--- src/hw/rtl/mcc_pkg.sv ---
// mcc_pkg: types, codes and scaling constants of the mppt charge controller
// used by mcc_seru and mppt_charge_controller; depends on nothing
package mcc_pkg;

	// width of the shared serial multiply / divide unit
	localparam int ALU_W = 40;

	typedef enum logic {
		OP_MUL,
		OP_DIV
	} op_t;

	typedef struct packed {
		logic start;
		op_t  op;
	} alu_req_t;

	typedef enum logic [2:0] {
		S_IDLE,
		S_ISSUE,
		S_WAIT,
		S_DECIDE,
		S_OUT
	} state_t;

	// micro-steps of the per-item program
	typedef enum logic [4:0] {
		P_VIN_MUL,
		P_VIN_DIV,
		P_VIN_MUL2,
		P_VIN_DIV2,
		P_DRP_MUL,
		P_DRP_DIV,
		P_DRP_MUL2,
		P_DRP_DIV2,
		P_CUR_MUL,
		P_CUR_DIV,
		P_FMA_DIV,
		P_FOUT_DIV,
		P_OMA_MUL,
		P_OMA_DIV,
		P_BAT_DIV,
		P_PWR_MUL,
		P_PWR_DIV,
		P_EGY_MUL,
		P_EGY_DIV
	} step_t;

	// register indexes
	localparam logic [3:0] REG_MIN_DUTY   = 4'd0;
	localparam logic [3:0] REG_MAX_DUTY   = 4'd1;
	localparam logic [3:0] REG_MAX_POWER  = 4'd2;
	localparam logic [3:0] REG_CUTOFF     = 4'd3;
	localparam logic [3:0] REG_WARN       = 4'd4;
	localparam logic [3:0] REG_CTL_IVL    = 4'd5;
	localparam logic [3:0] REG_BACKOFF    = 4'd6;
	localparam logic [3:0] REG_FAIL_LIMIT = 4'd7;

	// modes
	localparam logic [3:0] MODE_NORMAL   = 4'd0;
	localparam logic [3:0] MODE_TAPER1   = 4'd1;
	localparam logic [3:0] MODE_TAPER2   = 4'd2;
	localparam logic [3:0] MODE_TAPER3   = 4'd3;
	localparam logic [3:0] MODE_TAPER4   = 4'd4;
	localparam logic [3:0] MODE_LOW_WARN = 4'd6;
	localparam logic [3:0] MODE_NO_INPUT = 4'd7;
	localparam logic [3:0] MODE_MAX_PWR  = 4'd8;

	// scaling
	localparam int K_VIN_MUL  = 13072;
	localparam int K_VIN_DIV  = 3266;
	localparam int K_DIV_MUL  = 4998;
	localparam int K_ADC_FS   = 1023;
	localparam int K_DRP_MUL  = 14698;
	localparam int K_DRP_DIV  = 4900;
	localparam int K_CUR_MUL  = 51098;
	localparam int K_CUR_ZERO = 512;
	localparam int K_DECAY    = 31;
	localparam int K_MILLI    = 1000;
	localparam int K_HOUR_S   = 3600;
	localparam int K_BATT_MAX = 32767;

	// taper thresholds (mV) and power limits (mW)
	localparam logic [14:0] TAPER4_MV = 15'd4120;
	localparam logic [14:0] TAPER3_MV = 15'd4100;
	localparam logic [14:0] TAPER2_MV = 15'd4050;
	localparam logic [14:0] TAPER1_MV = 15'd3980;
	localparam logic [19:0] TAPER4_MW = 20'd28;
	localparam logic [19:0] TAPER3_MW = 20'd1220;
	localparam logic [19:0] TAPER2_MW = 20'd2800;
	localparam logic [19:0] TAPER1_MW = 20'd6000;

endpackage

--- src/hw/rtl/mcc_seru.sv ---
// mcc_seru: bit-serial signed multiply and truncating divide, one bit a cycle
// depends on mcc_pkg (op_t, alu_req_t)
module mcc_seru #(
	parameter int W = 40
) (
	input  logic                clk,
	input  logic                arst_n,
	input  mcc_pkg::alu_req_t   req,
	input  logic signed [W-1:0] a,
	input  logic signed [W-1:0] b,
	output logic                done,
	output logic signed [W-1:0] res
);

	localparam int CW = $clog2(W + 1);

	logic [W-1:0]  acc_q, sh_q, bb_q;
	logic          neg_q, zero_q, run_q, done_q;
	mcc_pkg::op_t  op_q;
	logic [CW-1:0] cnt_q;
	logic signed [W-1:0] res_q;

	logic [W-1:0] ma, mb, acc_n, sh_n, bb_n, rem, mag;
	logic         ge;

	assign ma = a[W-1] ? W'(-a) : W'(a);
	assign mb = b[W-1] ? W'(-b) : W'(b);

	always_comb begin
		rem = {acc_q[W-2:0], sh_q[W-1]};
		ge  = rem >= bb_q;
		if (op_q == mcc_pkg::OP_MUL) begin
			acc_n = sh_q[0] ? acc_q + bb_q : acc_q;
			sh_n  = sh_q >> 1;
			bb_n  = bb_q << 1;
			mag   = acc_n;
		end else begin
			acc_n = ge ? rem - bb_q : rem;
			sh_n  = {sh_q[W-2:0], ge};
			bb_n  = bb_q;
			mag   = zero_q ? '0 : sh_n;
		end
	end

	always_ff @(posedge clk or negedge arst_n) begin
		if (!arst_n) begin
			run_q  <= 1'b0;
			done_q <= 1'b0;
			cnt_q  <= '0;
		end else if (req.start) begin
			run_q  <= 1'b1;
			done_q <= 1'b0;
			cnt_q  <= CW'(W);
		end else if (run_q) begin
			cnt_q  <= cnt_q - 1'b1;
			run_q  <= cnt_q != CW'(1);
			done_q <= cnt_q == CW'(1);
		end else begin
			done_q <= 1'b0;
		end
	end

	always_ff @(posedge clk) begin
		if (req.start) begin
			acc_q  <= '0;
			sh_q   <= ma;
			bb_q   <= mb;
			neg_q  <= a[W-1] ^ b[W-1];
			zero_q <= mb == '0;
			op_q   <= req.op;
		end else if (run_q) begin
			acc_q <= acc_n;
			sh_q  <= sh_n;
			bb_q  <= bb_n;
			if (cnt_q == CW'(1))
				res_q <= neg_q ? -signed'(mag) : signed'(mag);
		end
	end

	assign done = done_q;
	assign res  = res_q;

endmodule

--- src/hw/rtl/mppt_charge_controller.sv ---
// mppt_charge_controller: perturb-and-observe charge controller, top level
// depends on mcc_pkg and mcc_seru (shared bit-serial multiply / divide)
// runs 15 serial operations per item on the shared unit; an item that
//   makes a control decision runs 4 more
// one item at a time: the next item is taken once the result is in the output register
// reset: arst_n clears control, filter and configuration state at once, no clearing pass
module mppt_charge_controller #(
	parameter int ENERGY_BITS = 48,
	parameter int TIME_BITS   = 32
) (
	input  logic        clk,
	input  logic        arst_n,
	// input items
	input  logic        s_tvalid,
	output logic        s_tready,
	input  logic [63:0] s_tdata,   // time_ms, adc_input_v, adc_current, adc_drop
	// result items
	output logic        m_tvalid,
	input  logic        m_tready,
	// duty, mode, power_mw, input_mv, input_ma, battery_mv, energy_uwh, increasing
	output logic [((79 + ENERGY_BITS + 7) / 8) * 8 - 1:0] m_tdata,
	// configuration writes
	input  logic        cfg_valid,
	output logic        cfg_ready,
	input  logic [3:0]  cfg_index,
	input  logic [19:0] cfg_data
);

	localparam int W     = mcc_pkg::ALU_W;
	localparam int OUT_W = ((79 + ENERGY_BITS + 7) / 8) * 8;

	// configuration registers
	logic [7:0]  min_duty_q, max_duty_q;
	logic [19:0] max_power_q, backoff_q;
	logic [15:0] cutoff_q, warn_q, ctl_ivl_q;
	logic [3:0]  fail_limit_q;

	// latched input item
	logic [31:0] time_q;
	logic [9:0]  adc_v_q, adc_i_q, adc_d_q;

	// controller state
	logic signed [16:0] fin_mv_q, fin_ma_q, fout_q;
	logic [7:0]  duty_q;
	logic [19:0] power_q, hist_a_q, hist_b_q;
	logic        step_up_q;
	logic signed [4:0] fail_q;
	logic [3:0]  mode_q;
	logic [TIME_BITS-1:0]   last_ctl_q, last_bo_q;
	logic [ENERGY_BITS-1:0] energy_q;

	// scratch of the program
	logic signed [W-1:0] t_q;
	logic signed [15:0]  in_mv_q;
	logic signed [16:0]  out_mv_q, cur_ma_q;
	logic [14:0]         batt_q;

	mcc_pkg::state_t state_q, state_n;
	mcc_pkg::step_t  step_q;

	logic               m_tvalid_q;
	logic [OUT_W-1:0]   m_tdata_q;

	// serial unit hookup
	mcc_pkg::alu_req_t   req;
	logic signed [W-1:0] opa, opb, res;
	logic                done;

	mcc_seru #(.W(W)) u_seru (
		.clk   (clk),
		.arst_n(arst_n),
		.req   (req),
		.a     (opa),
		.b     (opb),
		.done  (done),
		.res   (res)
	);

	// interval checks
	logic [TIME_BITS-1:0] now, ctl_elapsed, bo_elapsed;
	logic                 ctl_due, bo_due;

	assign now         = TIME_BITS'(time_q);
	assign ctl_elapsed = now - last_ctl_q;
	assign bo_elapsed  = now - last_bo_q;
	assign ctl_due     = 64'(ctl_elapsed) >= 64'(ctl_ivl_q);
	assign bo_due      = 64'(bo_elapsed) >= 64'(backoff_q);

	// operand selection per micro-step
	logic signed [W-1:0] fma_w, fout_w, t_w;
	logic                mul_op;

	assign fma_w  = W'(fin_ma_q);
	assign fout_w = W'(fout_q);
	assign t_w    = t_q;

	always_comb begin
		opa    = t_w;
		opb    = W'(mcc_pkg::K_ADC_FS);
		mul_op = 1'b0;
		unique case (step_q)
			mcc_pkg::P_VIN_MUL: begin
				opa    = W'({1'b0, adc_v_q});
				opb    = W'(mcc_pkg::K_VIN_MUL);
				mul_op = 1'b1;
			end
			mcc_pkg::P_VIN_DIV:  opb = W'(mcc_pkg::K_VIN_DIV);
			mcc_pkg::P_VIN_MUL2: begin
				opb    = W'(mcc_pkg::K_DIV_MUL);
				mul_op = 1'b1;
			end
			mcc_pkg::P_VIN_DIV2: opb = W'(mcc_pkg::K_ADC_FS);
			mcc_pkg::P_DRP_MUL: begin
				opa    = W'({1'b0, adc_d_q});
				opb    = W'(mcc_pkg::K_DRP_MUL);
				mul_op = 1'b1;
			end
			mcc_pkg::P_DRP_DIV:  opb = W'(mcc_pkg::K_DRP_DIV);
			mcc_pkg::P_DRP_MUL2: begin
				opb    = W'(mcc_pkg::K_DIV_MUL);
				mul_op = 1'b1;
			end
			mcc_pkg::P_DRP_DIV2: opb = W'(mcc_pkg::K_ADC_FS);
			mcc_pkg::P_CUR_MUL: begin
				opa    = W'({1'b0, adc_i_q}) - W'(mcc_pkg::K_CUR_ZERO);
				opb    = W'(mcc_pkg::K_CUR_MUL);
				mul_op = 1'b1;
			end
			mcc_pkg::P_CUR_DIV:  opb = W'(mcc_pkg::K_ADC_FS);
			// 30x + new, decayed by 31
			mcc_pkg::P_FMA_DIV: begin
				opa = (fma_w <<< 5) - (fma_w <<< 1) + W'(cur_ma_q);
				opb = W'(mcc_pkg::K_DECAY);
			end
			mcc_pkg::P_FOUT_DIV: begin
				opa = (fout_w <<< 5) - (fout_w <<< 1) + W'(out_mv_q);
				opb = W'(mcc_pkg::K_DECAY);
			end
			mcc_pkg::P_OMA_MUL: begin
				opa    = fma_w;
				opb    = W'(fin_mv_q);
				mul_op = 1'b1;
			end
			// zero output voltage gives zero current through the unit
			mcc_pkg::P_OMA_DIV:  opb = fout_w;
			mcc_pkg::P_BAT_DIV: begin
				opa = (t_w <<< 5) - (t_w <<< 1);
				opb = W'(mcc_pkg::K_MILLI);
			end
			mcc_pkg::P_PWR_MUL: begin
				opa    = W'(fin_mv_q);
				opb    = fma_w;
				mul_op = 1'b1;
			end
			mcc_pkg::P_PWR_DIV:  opb = W'(mcc_pkg::K_MILLI);
			mcc_pkg::P_EGY_MUL: begin
				opa    = W'({1'b0, power_q});
				opb    = W'({1'b0, ctl_ivl_q});
				mul_op = 1'b1;
			end
			mcc_pkg::P_EGY_DIV:  opb = W'(mcc_pkg::K_HOUR_S);
			default: ;
		endcase
	end

	// battery estimate, clamped
	logic signed [W-1:0] batt_w;
	logic [14:0]         batt_c;

	assign batt_w = fout_w - res;
	always_comb begin
		if (batt_w < 0)
			batt_c = '0;
		else if (batt_w > W'(mcc_pkg::K_BATT_MAX))
			batt_c = 15'(mcc_pkg::K_BATT_MAX);
		else
			batt_c = batt_w[14:0];
	end

	// next state
	always_comb begin
		state_n = state_q;
		unique case (state_q)
			mcc_pkg::S_IDLE:  if (s_tvalid) state_n = mcc_pkg::S_ISSUE;
			mcc_pkg::S_ISSUE: state_n = mcc_pkg::S_WAIT;
			mcc_pkg::S_WAIT: begin
				if (done) begin
					if (step_q == mcc_pkg::P_BAT_DIV)
						state_n = ctl_due ? mcc_pkg::S_ISSUE : mcc_pkg::S_OUT;
					else if (step_q == mcc_pkg::P_EGY_DIV)
						state_n = mcc_pkg::S_DECIDE;
					else
						state_n = mcc_pkg::S_ISSUE;
				end
			end
			mcc_pkg::S_DECIDE: state_n = mcc_pkg::S_OUT;
			mcc_pkg::S_OUT:    if (!m_tvalid_q || m_tready) state_n = mcc_pkg::S_IDLE;
			default:           state_n = mcc_pkg::S_IDLE;
		endcase
	end

	// outputs of the sequencer
	always_comb begin
		s_tready  = state_q == mcc_pkg::S_IDLE;
		req.start = state_q == mcc_pkg::S_ISSUE;
		req.op    = mul_op ? mcc_pkg::OP_MUL : mcc_pkg::OP_DIV;
	end

	// mode decision, reads the freshly computed power
	logic [7:0]        d_duty;
	logic [3:0]        d_mode;
	logic              d_step_up, d_bo_hit, ret, drop;
	logic signed [5:0] fc, lim;
	logic [19:0]       limit_mw;

	always_comb begin
		d_duty    = duty_q;
		d_mode    = mode_q;
		d_step_up = step_up_q;
		d_bo_hit  = 1'b0;
		fc        = 6'(fail_q);
		lim       = signed'({2'b00, fail_limit_q});
		limit_mw  = '0;
		ret       = 1'b0;
		drop      = hist_b_q > power_q || hist_a_q > power_q;
		priority if (power_q >= max_power_q) begin
			d_mode = mcc_pkg::MODE_MAX_PWR;
			if (d_duty > min_duty_q) d_duty = d_duty - 1'b1;
		end else if (18'(fin_mv_q) <= signed'({2'b00, cutoff_q})) begin
			d_mode = mcc_pkg::MODE_NO_INPUT;
			d_duty = min_duty_q;
		end else if (18'(fin_mv_q) <= signed'({2'b00, warn_q})) begin
			if (bo_due) begin
				d_bo_hit = 1'b1;
				d_duty   = min_duty_q;
			end
			d_mode = mcc_pkg::MODE_LOW_WARN;
			if (d_duty > min_duty_q) d_duty = d_duty - 1'b1;
		end else begin
			priority if (batt_q >= mcc_pkg::TAPER4_MV) begin
				d_mode = mcc_pkg::MODE_TAPER4; limit_mw = mcc_pkg::TAPER4_MW;
			end else if (batt_q >= mcc_pkg::TAPER3_MV) begin
				d_mode = mcc_pkg::MODE_TAPER3; limit_mw = mcc_pkg::TAPER3_MW;
			end else if (batt_q >= mcc_pkg::TAPER2_MV) begin
				d_mode = mcc_pkg::MODE_TAPER2; limit_mw = mcc_pkg::TAPER2_MW;
			end else if (batt_q >= mcc_pkg::TAPER1_MV) begin
				d_mode = mcc_pkg::MODE_TAPER1; limit_mw = mcc_pkg::TAPER1_MW;
			end else begin
				d_mode = mcc_pkg::MODE_NORMAL;
			end
			if (d_mode != mcc_pkg::MODE_NORMAL) begin
				if (power_q >= limit_mw) begin
					if (d_duty > min_duty_q) d_duty = d_duty - 1'b1;
				end else if (d_duty < max_duty_q) begin
					d_duty = d_duty + 1'b1;
				end
			end else if (step_up_q) begin
				if (drop) begin
					fc = fc + 6'sd1;
					if (fc >= lim) begin
						fc        = '0;
						d_step_up = 1'b0;
					end
				end else begin
					fc = '0;
					// step up, direction holds only while there is headroom
					if (d_duty < max_duty_q) begin
						d_duty = d_duty + 1'b1;
						ret    = 1'b1;
					end
					d_step_up = ret;
				end
			end else begin
				if (drop) begin
					fc = fc - 6'sd1;
					if (fc <= -lim) begin
						fc        = '0;
						d_step_up = 1'b1;
					end
				end else begin
					fc = '0;
					// step down, turns around once the floor is reached
					ret = 1'b1;
					if (d_duty > min_duty_q) begin
						d_duty = d_duty - 1'b1;
						ret    = 1'b0;
					end
					d_step_up = ret;
				end
			end
		end
	end

	// result packing, lowest field first
	logic [OUT_W-1:0] pack;

	always_comb begin
		pack = '0;
		pack[78 + ENERGY_BITS:0] = {step_up_q, energy_q, batt_q, fin_ma_q[15:0],
			fin_mv_q[14:0], power_q, mode_q, duty_q};
	end

	// control registers
	always_ff @(posedge clk or negedge arst_n) begin
		if (!arst_n) begin
			state_q      <= mcc_pkg::S_IDLE;
			step_q       <= mcc_pkg::P_VIN_MUL;
			m_tvalid_q   <= 1'b0;
			min_duty_q   <= 8'd0;
			max_duty_q   <= 8'd127;
			max_power_q  <= 20'd12000;
			cutoff_q     <= 16'd7000;
			warn_q       <= 16'd7800;
			ctl_ivl_q    <= 16'd180;
			backoff_q    <= 20'd60000;
			fail_limit_q <= 4'd2;
			fin_mv_q     <= '0;
			fin_ma_q     <= '0;
			fout_q       <= '0;
			duty_q       <= 8'd6;
			power_q      <= '0;
			hist_a_q     <= '0;
			hist_b_q     <= '0;
			step_up_q    <= 1'b1;
			fail_q       <= '0;
			mode_q       <= mcc_pkg::MODE_NORMAL;
			last_ctl_q   <= '0;
			last_bo_q    <= '0;
			energy_q     <= '0;
		end else begin
			state_q <= state_n;

			// writes go straight in, upper data bits dropped
			if (cfg_valid) begin
				unique case (cfg_index)
					mcc_pkg::REG_MIN_DUTY:   min_duty_q   <= cfg_data[7:0];
					mcc_pkg::REG_MAX_DUTY:   max_duty_q   <= cfg_data[7:0];
					mcc_pkg::REG_MAX_POWER:  max_power_q  <= cfg_data;
					mcc_pkg::REG_CUTOFF:     cutoff_q     <= cfg_data[15:0];
					mcc_pkg::REG_WARN:       warn_q       <= cfg_data[15:0];
					mcc_pkg::REG_CTL_IVL:    ctl_ivl_q    <= cfg_data[15:0];
					mcc_pkg::REG_BACKOFF:    backoff_q    <= cfg_data;
					mcc_pkg::REG_FAIL_LIMIT: fail_limit_q <= cfg_data[3:0];
					default: ;
				endcase
			end

			if (state_q == mcc_pkg::S_IDLE && s_tvalid)
				step_q <= mcc_pkg::P_VIN_MUL;

			if (state_q == mcc_pkg::S_WAIT && done) begin
				step_q <= mcc_pkg::step_t'(step_q + 1'b1);
				unique case (step_q)
					mcc_pkg::P_CUR_DIV:
						// input voltage filter is a plain mean of two, both sides positive
						fin_mv_q <= 17'((18'(fin_mv_q) + 18'(in_mv_q)) >>> 1);
					mcc_pkg::P_FMA_DIV:  fin_ma_q <= res[16:0];
					mcc_pkg::P_FOUT_DIV: fout_q   <= res[16:0];
					mcc_pkg::P_BAT_DIV: begin
						// control decision due: record its time, clamp filters and shift power history
						if (ctl_due) begin
							last_ctl_q <= now;
							hist_b_q   <= hist_a_q;
							hist_a_q   <= power_q;
							if (fin_mv_q < 0) fin_mv_q <= '0;
							if (fin_ma_q < 0) fin_ma_q <= '0;
						end
					end
					mcc_pkg::P_PWR_DIV: power_q <= res[19:0];
					mcc_pkg::P_EGY_DIV:
						energy_q <= energy_q + ENERGY_BITS'(unsigned'(res));
					default: ;
				endcase
			end

			if (state_q == mcc_pkg::S_DECIDE) begin
				duty_q    <= d_duty;
				mode_q    <= d_mode;
				step_up_q <= d_step_up;
				fail_q    <= fc[4:0];
				if (d_bo_hit) last_bo_q <= now;
			end

			if (state_q == mcc_pkg::S_OUT && (!m_tvalid_q || m_tready))
				m_tvalid_q <= 1'b1;
			else if (m_tready)
				m_tvalid_q <= 1'b0;
		end
	end

	// payload and scratch registers
	always_ff @(posedge clk) begin
		if (state_q == mcc_pkg::S_IDLE && s_tvalid) begin
			time_q  <= s_tdata[31:0];
			adc_v_q <= s_tdata[41:32];
			adc_i_q <= s_tdata[51:42];
			adc_d_q <= s_tdata[61:52];
		end
		if (state_q == mcc_pkg::S_WAIT && done) begin
			unique case (step_q)
				mcc_pkg::P_VIN_DIV2: in_mv_q  <= res[15:0];
				mcc_pkg::P_DRP_DIV2: out_mv_q <= 17'(W'(in_mv_q) - res);
				mcc_pkg::P_CUR_DIV:  cur_ma_q <= res[16:0];
				// negative current estimate reads as zero
				mcc_pkg::P_OMA_DIV:  t_q <= (res < 0) ? '0 : res;
				mcc_pkg::P_BAT_DIV:  batt_q <= batt_c;
				default:             t_q <= res;
			endcase
		end
		if (state_q == mcc_pkg::S_OUT && (!m_tvalid_q || m_tready))
			m_tdata_q <= pack;
	end

	assign m_tvalid  = m_tvalid_q;
	assign m_tdata   = m_tdata_q;
	assign cfg_ready = 1'b1;

endmodule

--- config.mk ---
export PLATFORM = sky130hd
export DESIGN_NAME = mppt_charge_controller
export DESIGN_NICKNAME = d
export VERILOG_FILES = /design/src/hw/rtl/mcc_pkg.sv /design/src/hw/rtl/mcc_seru.sv /design/src/hw/rtl/mppt_charge_controller.sv
export SDC_FILE = /design/constraint.sdc
export NUM_CORES = 2
export LEC_CHECK = 0
export BUFFER_PORTS_ARGS = -buffer_cell sky130_fd_sc_hd__buf_2
export CELL_PAD_IN_SITES_DETAIL_PLACEMENT = 0
export CELL_PAD_IN_SITES_GLOBAL_PLACEMENT = 2
export CORE_MARGIN = 1
export CORE_UTILIZATION = 40
export DETAILED_ROUTE_END_ITERATION = 10
export PLACE_DENSITY_LB_ADDON = 0.1
export SETUP_SLACK_MARGIN = 0.1
export SYNTH_ARGS = -nofsm -noshare
export SYNTH_HDL_FRONTEND = slang
export SYNTH_SLANG_ARGS = --single-unit
--- constraint.sdc ---
create_clock -name clk -period 9.5 [get_ports clk]
set_clock_uncertainty 0.1 [all_clocks]
set_input_delay 0.95 -clock clk [delete_from_list [all_inputs] [get_ports clk]]
set_output_delay 0.95 -clock clk [all_outputs]
set_load 0.1 [all_outputs]
# [After elaboration in Yosys (flattened, before gate mapping)]
# Cells that the tools add are included.
[classes] n_shift=0 bitwise_logic=7 n_eq_ne=39 muxes=92 addsub=25 n_lt_le_gt_ge=23 n_div=0 n_mul=0 reduce_logical=46
[op_table] cell="40-bit 2-to-1 mux" n=15
[op_table] cell="40-bit one-hot mux with 13 select lines" n=1
[op_table] cell="40-bit one-hot mux with 9 select lines" n=1
[op_table] cell="8-bit 2-to-1 mux" n=15
[op_table] cell="40-bit negation" n=3
[op_table] cell="40-bit by 1-bit less-than comparator with 1-bit output (second input constant)" n=2
[op_table] cell="40-bit one-hot mux with 2 select lines" n=1
[op_table] cell="40-bit subtractor" n=2
[op_table] cell="17-bit 2-to-1 mux" n=4
[op_table] cell="17-bit one-hot mux with 2 select lines" n=2
[op_table] cell="32-bit subtractor" n=2
[op_table] cell="20-bit 2-to-1 mux" n=3
[op_table] cell="13-bit 2-to-1 mux" n=4
[op_table] cell="23-bit by 17-bit adder with 24-bit output" n=2
[op_table] cell="48-bit by 40-bit adder with 48-bit output" n=1
[op_table] cell="22-bit by 18-bit subtractor with 23-bit output" n=2
[op_table] cell="40-bit adder" n=1
[op_table] cell="5-bit by 4-bit == test with 1-bit output (second input constant)" n=8
[op_table] cell="20-bit >= comparator" n=2
[op_table] cell="40-bit >= comparator" n=1
[op_table] cell="20-bit greater-than comparator" n=2
[op_table] cell="40-bit by 16-bit greater-than comparator with 1-bit output (second input constant)" n=1
[op_table] cell="40-bit zero test" n=1
[op_table] cell="17-bit by 40-bit subtractor with 40-bit output" n=1
[op_table] cell="60 further kinds" n=155
[word_totals] mem_count=0 word_cells=276 reg_bits=823 mem_bits_rw=0 latch_bits=0 mem_bits_ro=0

# [Depth between registers and ports, before layout]
[depth] depth_word=14 mapped_depth=41

# [Hierarchy]
# Synthesis repeated with hierarchy kept, for this count alone.
[hier_totals] hier_cells=6533 hier_area_um2=60184.0
[modules_own_cells] mod="mppt_charge_controller" instances=1 cells_each=4550 area_each_um2=44345.0 seq_area_each_um2=17842.1
[modules_own_cells] mod="mcc_seru" instances=1 cells_each=1983 area_each_um2=15838.9 seq_area_each_um2=4694.5

# [Least setup slack after synthesis]
# OpenSTA, ideal clock, no wires.
[synth_timing] path_type="register -> register" startpoint="register time_q[1] (netlist: now[1])" endpoint="register duty_q[3]" synth_period_minus_slack_ns=6.968 path_slack_ns=2.532 t_required_ns=9.318 arrival_time_ns=6.786 path_stages_with_launch=36 cell_sequence="edfxtp_1 -> ha_1 -> nor2b_1 -> o31a_1 -> o31a_1 -> o2111a_1 -> or2_2 -> a21o_1 -> a21oi_1 -> o21ai_0 -> xor2_1 -> ha_1 -> o21ai_0 -> o2111ai_1 -> or3_1 -> nor3_1 -> o2111ai_1 -> a2111oi_0 -> nand4_1 -> buf_1 -> mux2i_1 -> inv_1 -> ha_1 -> nor2b_1 -> o21a_1 -> o21ai_0 -> nand2b_1 -> a21oi_1 -> o21ai_0 -> o31a_1 -> nand2_1 -> xnor2_1 -> nand3_1 -> o41ai_1 -> or4_1 -> a31oi_1"
[synth_between] elab_chain_len=11 word_cells_on_any_way=12
[synth_rtl] element="start: declaration" line_no="mppt_charge_controller.sv:39" source="logic [31:0] time_q;"
[synth_rtl] element="start signal: assignment" line_no="mppt_charge_controller.sv:394" source="time_q <= s_tdata[31:0];"
[synth_rtl] element="32-bit subtractor (*)" line_no="mppt_charge_controller.sv:85" source="assign bo_elapsed = now - last_bo_q;"
[synth_rtl] element="32-bit by 20-bit >= comparator with 1-bit output (*)" line_no="mppt_charge_controller.sv:87" source="assign bo_due = 64'(bo_elapsed) >= 64'(backoff_q);"
[synth_rtl] element="8-bit 2-to-1 mux (*)" line_no="mppt_charge_controller.sv:233" source="if (bo_due) begin"
[synth_rtl] element="8-bit 2-to-1 mux (*)" line_no="mppt_charge_controller.sv:232" source="end else if (18'(fin_mv_q) <= signed'({2'b00, warn_q})) begin"
[synth_rtl] element="8-bit 2-to-1 mux (*)" line_no="mppt_charge_controller.sv:229" source="end else if (18'(fin_mv_q) <= signed'({2'b00, cutoff_q})) begin"
[synth_rtl] element="8-bit 2-to-1 mux (*)" line_no="mppt_charge_controller.sv:226" source="priority if (power_q >= max_power_q) begin"
[synth_rtl] element="8-bit by 1-bit subtractor with 8-bit output or 8-bit greater-than comparator (tied branches)" line_no="mppt_charge_controller.sv:238" source="if (d_duty > min_duty_q) d_duty = d_duty - 1'b1;"
[synth_rtl] element="8-bit 2-to-1 mux (*)" line_no="mppt_charge_controller.sv:238"
[synth_rtl] element="8-bit 2-to-1 mux (*)" line_no="mppt_charge_controller.sv:232"
[synth_rtl] element="8-bit 2-to-1 mux (*)" line_no="mppt_charge_controller.sv:229"
[synth_rtl] element="8-bit 2-to-1 mux (*)" line_no="mppt_charge_controller.sv:226"
[synth_rtl] element="end signal: assignment" line_no="mppt_charge_controller.sv:377" source="duty_q <= d_duty;"
[synth_rtl] element="end: declaration" line_no="mppt_charge_controller.sv:44" source="logic [7:0] duty_q;"
# Mark *: on every way between the ends. The rest lies on a longest branch, timed or not. The select of a mux whose other input is x is not followed.
# A chain may end at the register's enable or synchronous reset.

# [Worst setup path in the final report]
# Ends and elaborated chain as after synthesis.

==> impl_metrics.tcl <==
set metrics [dict create \
    cts_tree "yes" \
    fmax_ghz 0.126 \
    synth_edf_count 417 \
    syn2layout_area_growth_pct 11.4 \
    synth_cell_types 104 \
    crit_buf_inv 2 \
    antenna_found_initial 10 \
    slew_violations 0 \
    crit_path_end_kind "flop" \
    crit_path_top_delay_cell "edfxtp_1" \
    synthesis.nets 7292 \
    power.density_mw_per_mm2 256 \
    clock_latency_ps 730 \
    ys.flop_type "edfxtp_1" \
    layout_common_cells "nand2_1, o21ai_0, inv_1" \
    cp_top_family "compound AO/OA/AOI/OAI gates" \
    boundaryPins 224 \
    hold_class "in -> async" \
    post-route-period-util 0.836 \
    drt_iter0_drc 4343 \
    grt_setup_unrepaired "no" \
    die-area_mm2 0.152 \
    ir_worst_vdd_mv 0.179 \
    hold_buffers 0 \
    num_rows 141 \
    final_util 0.451 \
    start_util 0.405 \
    async_flop_share 0.445 \
    path_max_fanout 21 \
    grt_pass1_vias 49000 \
    ys_ff_latch 823 \
    routedWlPerCell_um 23.8 \
    cts-root-buf "clkbuf_16" \
    postSynthAreaPerCell_um2 9.05 \
    cpPeakStageDelay_ps 510 \
    port_buffers 219 \
    tns_ps 0 \
    relSlewSlack 0.0877 \
    ff2ff_setup_slack_ps 1560 \
    yosysWarnings 0 \
    via_count 51100 \
    status "finished clean" \
    max_cap_viol_count 0 \
    syn_area_mm2 0.0601 \
    grt_pass1_wl_um 315000 \
    yosysSeqAreaShare 0.375 \
    r2r_cells 36 \
    preCtsSetupSlack_ps 1750 \
    r2r_start "now[1]" \
    finalWorstSetupSlack_ps 1560 \
    grt_overflow 0 \
    core_mm2 0.148 \
    worstPathArrival_ps 8490 \
    antenna_left 0 \
    wirelength_um 211000 \
    detail_route.first_pass.iterations 8 \
    r2r-end "duty_q[3]" \
    cts_made_buffers 100 \
    nets 7424 \
    die_height_um 390 \
    clock-sinks 823 \
    cts.path.max_buffers 3 \
    final_common_cell "nand2_1" \
    setup_viol 0 \
    cts.clk_slew.worst_paths_ps 60 \
    grt_max_degree 126 \
    cts_setup_buffers 0 \
    cp-start-kind "flop" \
    cellLeakagePower_nw 28.8 \
    min_period_ps 7940 \
    layout-drive-gt1-share 0.105 \
    hpwlAfterDp_um 160000 \
    fp.dieW_um 390 \
    worst_pin_slew_ps 1330 \
    drcViolationCount 0 \
    grt.total_usage 0.273 \
    timing_hold_violations_final 0 \
    postSynthCellCount 6635 \
    htreeDepth 3 \
    holdWs_ps 128 \
    cts_resized 0 \
    cp.required_ps 10050 \
    critical_path_class "reg -> reg" \
    vias_per_cell 5.77 \
    routabilityCongestion 0.906 \
]
[routing by layer]
metal	wire length, µm	share of wire	up-vias	global-route usage
met4	4530	0.022	10	0.0608
li1	-	-	24500	-
met5	75	0.00036	-	0
met3	12100	0.058	244	0.0347
met1	102000	0.49	24900	0.406
met2	91600	0.43	1468	0.421
[logic make-up (layout without fill, tap and decap cells)]
| group | Yosys count | after routing | synth area share |
|---|---|---|---|
| muxes | 193 | 193 | 0.0347 |
| adders and majority gates | 564 | 564 | 0.123 |
| buffers and inverters | 853 | 1073 | 0.0538 |
| and+or+nand+nor | 1796 | 1796 | 0.144 |
| other | 2 | 6 | 0.000125 |
| xor gates and xnor gates | 330 | 330 | 0.0481 |
| DFF | 823 | 823 | 0.375 |
| AOI/OAI and AO/OA | 2074 | 2074 | 0.221 |
[Yosys cell counts, drive strengths merged, types with 44 or more instances]
cell type  number  area [µm²]
nand2         662        2480
o21ai         588        2940
inv           575        2160
ha            522        6530
a21oi         510        2560
edfxtp        417       12500
nor2          362        1360
dfrtp         322        8060
clkbuf        248         931
a21o          203        1520
xnor2         196        1720
xor2          134        1170
nand3         125         626
nor3          119         601
mux2          114        1280
a211oi         87         663
nor2b          80         500
mux2i          78         781
nand4          75         469
o21a           68         510
a31oi          66         413
and3           59         370
o211ai         58         435
nand2b         55         344
o31ai          55         413
a22o           46         403
dfstp          44        1160
[power breakdown]
group	internal, mW	total [mW]	switching, mW
Clock	2.40	4.07	1.67
Sequential	4.57	5.21	0.634
Combinational	2.80	7.83	5.03
Total	9.77	17.1	7.33
[state kept, by name (all words and copies together) (netlist names), 17 cells and up]
| signal | count |
|---|---|
| u_seru.acc_q | 40 |
| max_power_q | 20 |
| power_q | 20 |
| hist_a_q | 20 |
| u_seru.bb_q | 40 |
| last_ctl_q | 32 |
| backoff_q | 20 |
| cur_ma_q | 17 |
| out_mv_q | 17 |
| hist_b_q | 20 |
| fout_q | 17 |
| last_bo_q | 32 |
| energy_q | 48 |
| u_seru.sh_q | 40 |
| fin_mv_q | 17 |
| t_q | 40 |
| fin_ma_q | 17 |
| now | 32 |
| u_seru.res | 40 |
| m_tdata | 127 |
[metrics by stage]
step	power [mW]	cells	cell area, µm²
final	17.1	8861	66900
after global routing	18.2	8857	66900
after CTS	17.1	8857	66900
after detailed placement	13.0	8667	63400
after global placement	12.9	8667	63400
after floorplan	10.8	6635	60100
[worst max path at each step]
stage                     startpoint         to  slack, ps  cells after the start
final                         now[1]  duty_q[3]       1560                     36
after global routing          now[1]  duty_q[3]        800                     36
after CTS                     now[1]  duty_q[3]       1710                     36
after detailed placement      now[1]  duty_q[3]       1750                     36
after global placement        now[1]  duty_q[3]       1720                     35
after floorplan               now[1]  duty_q[3]       2530                     35
[area by class of cell]
cell class	count	area [µm²]
timing repair buffer	306	1770
sequential	823	22500
clock inverter	46	612
tap	2002	2500
antenna	4	10.0
clock buffer	144	2850
multi-input combinational	4959	34400
fill	14600	81500
inverter	577	2170
Power figures use the tool's default switching activity.
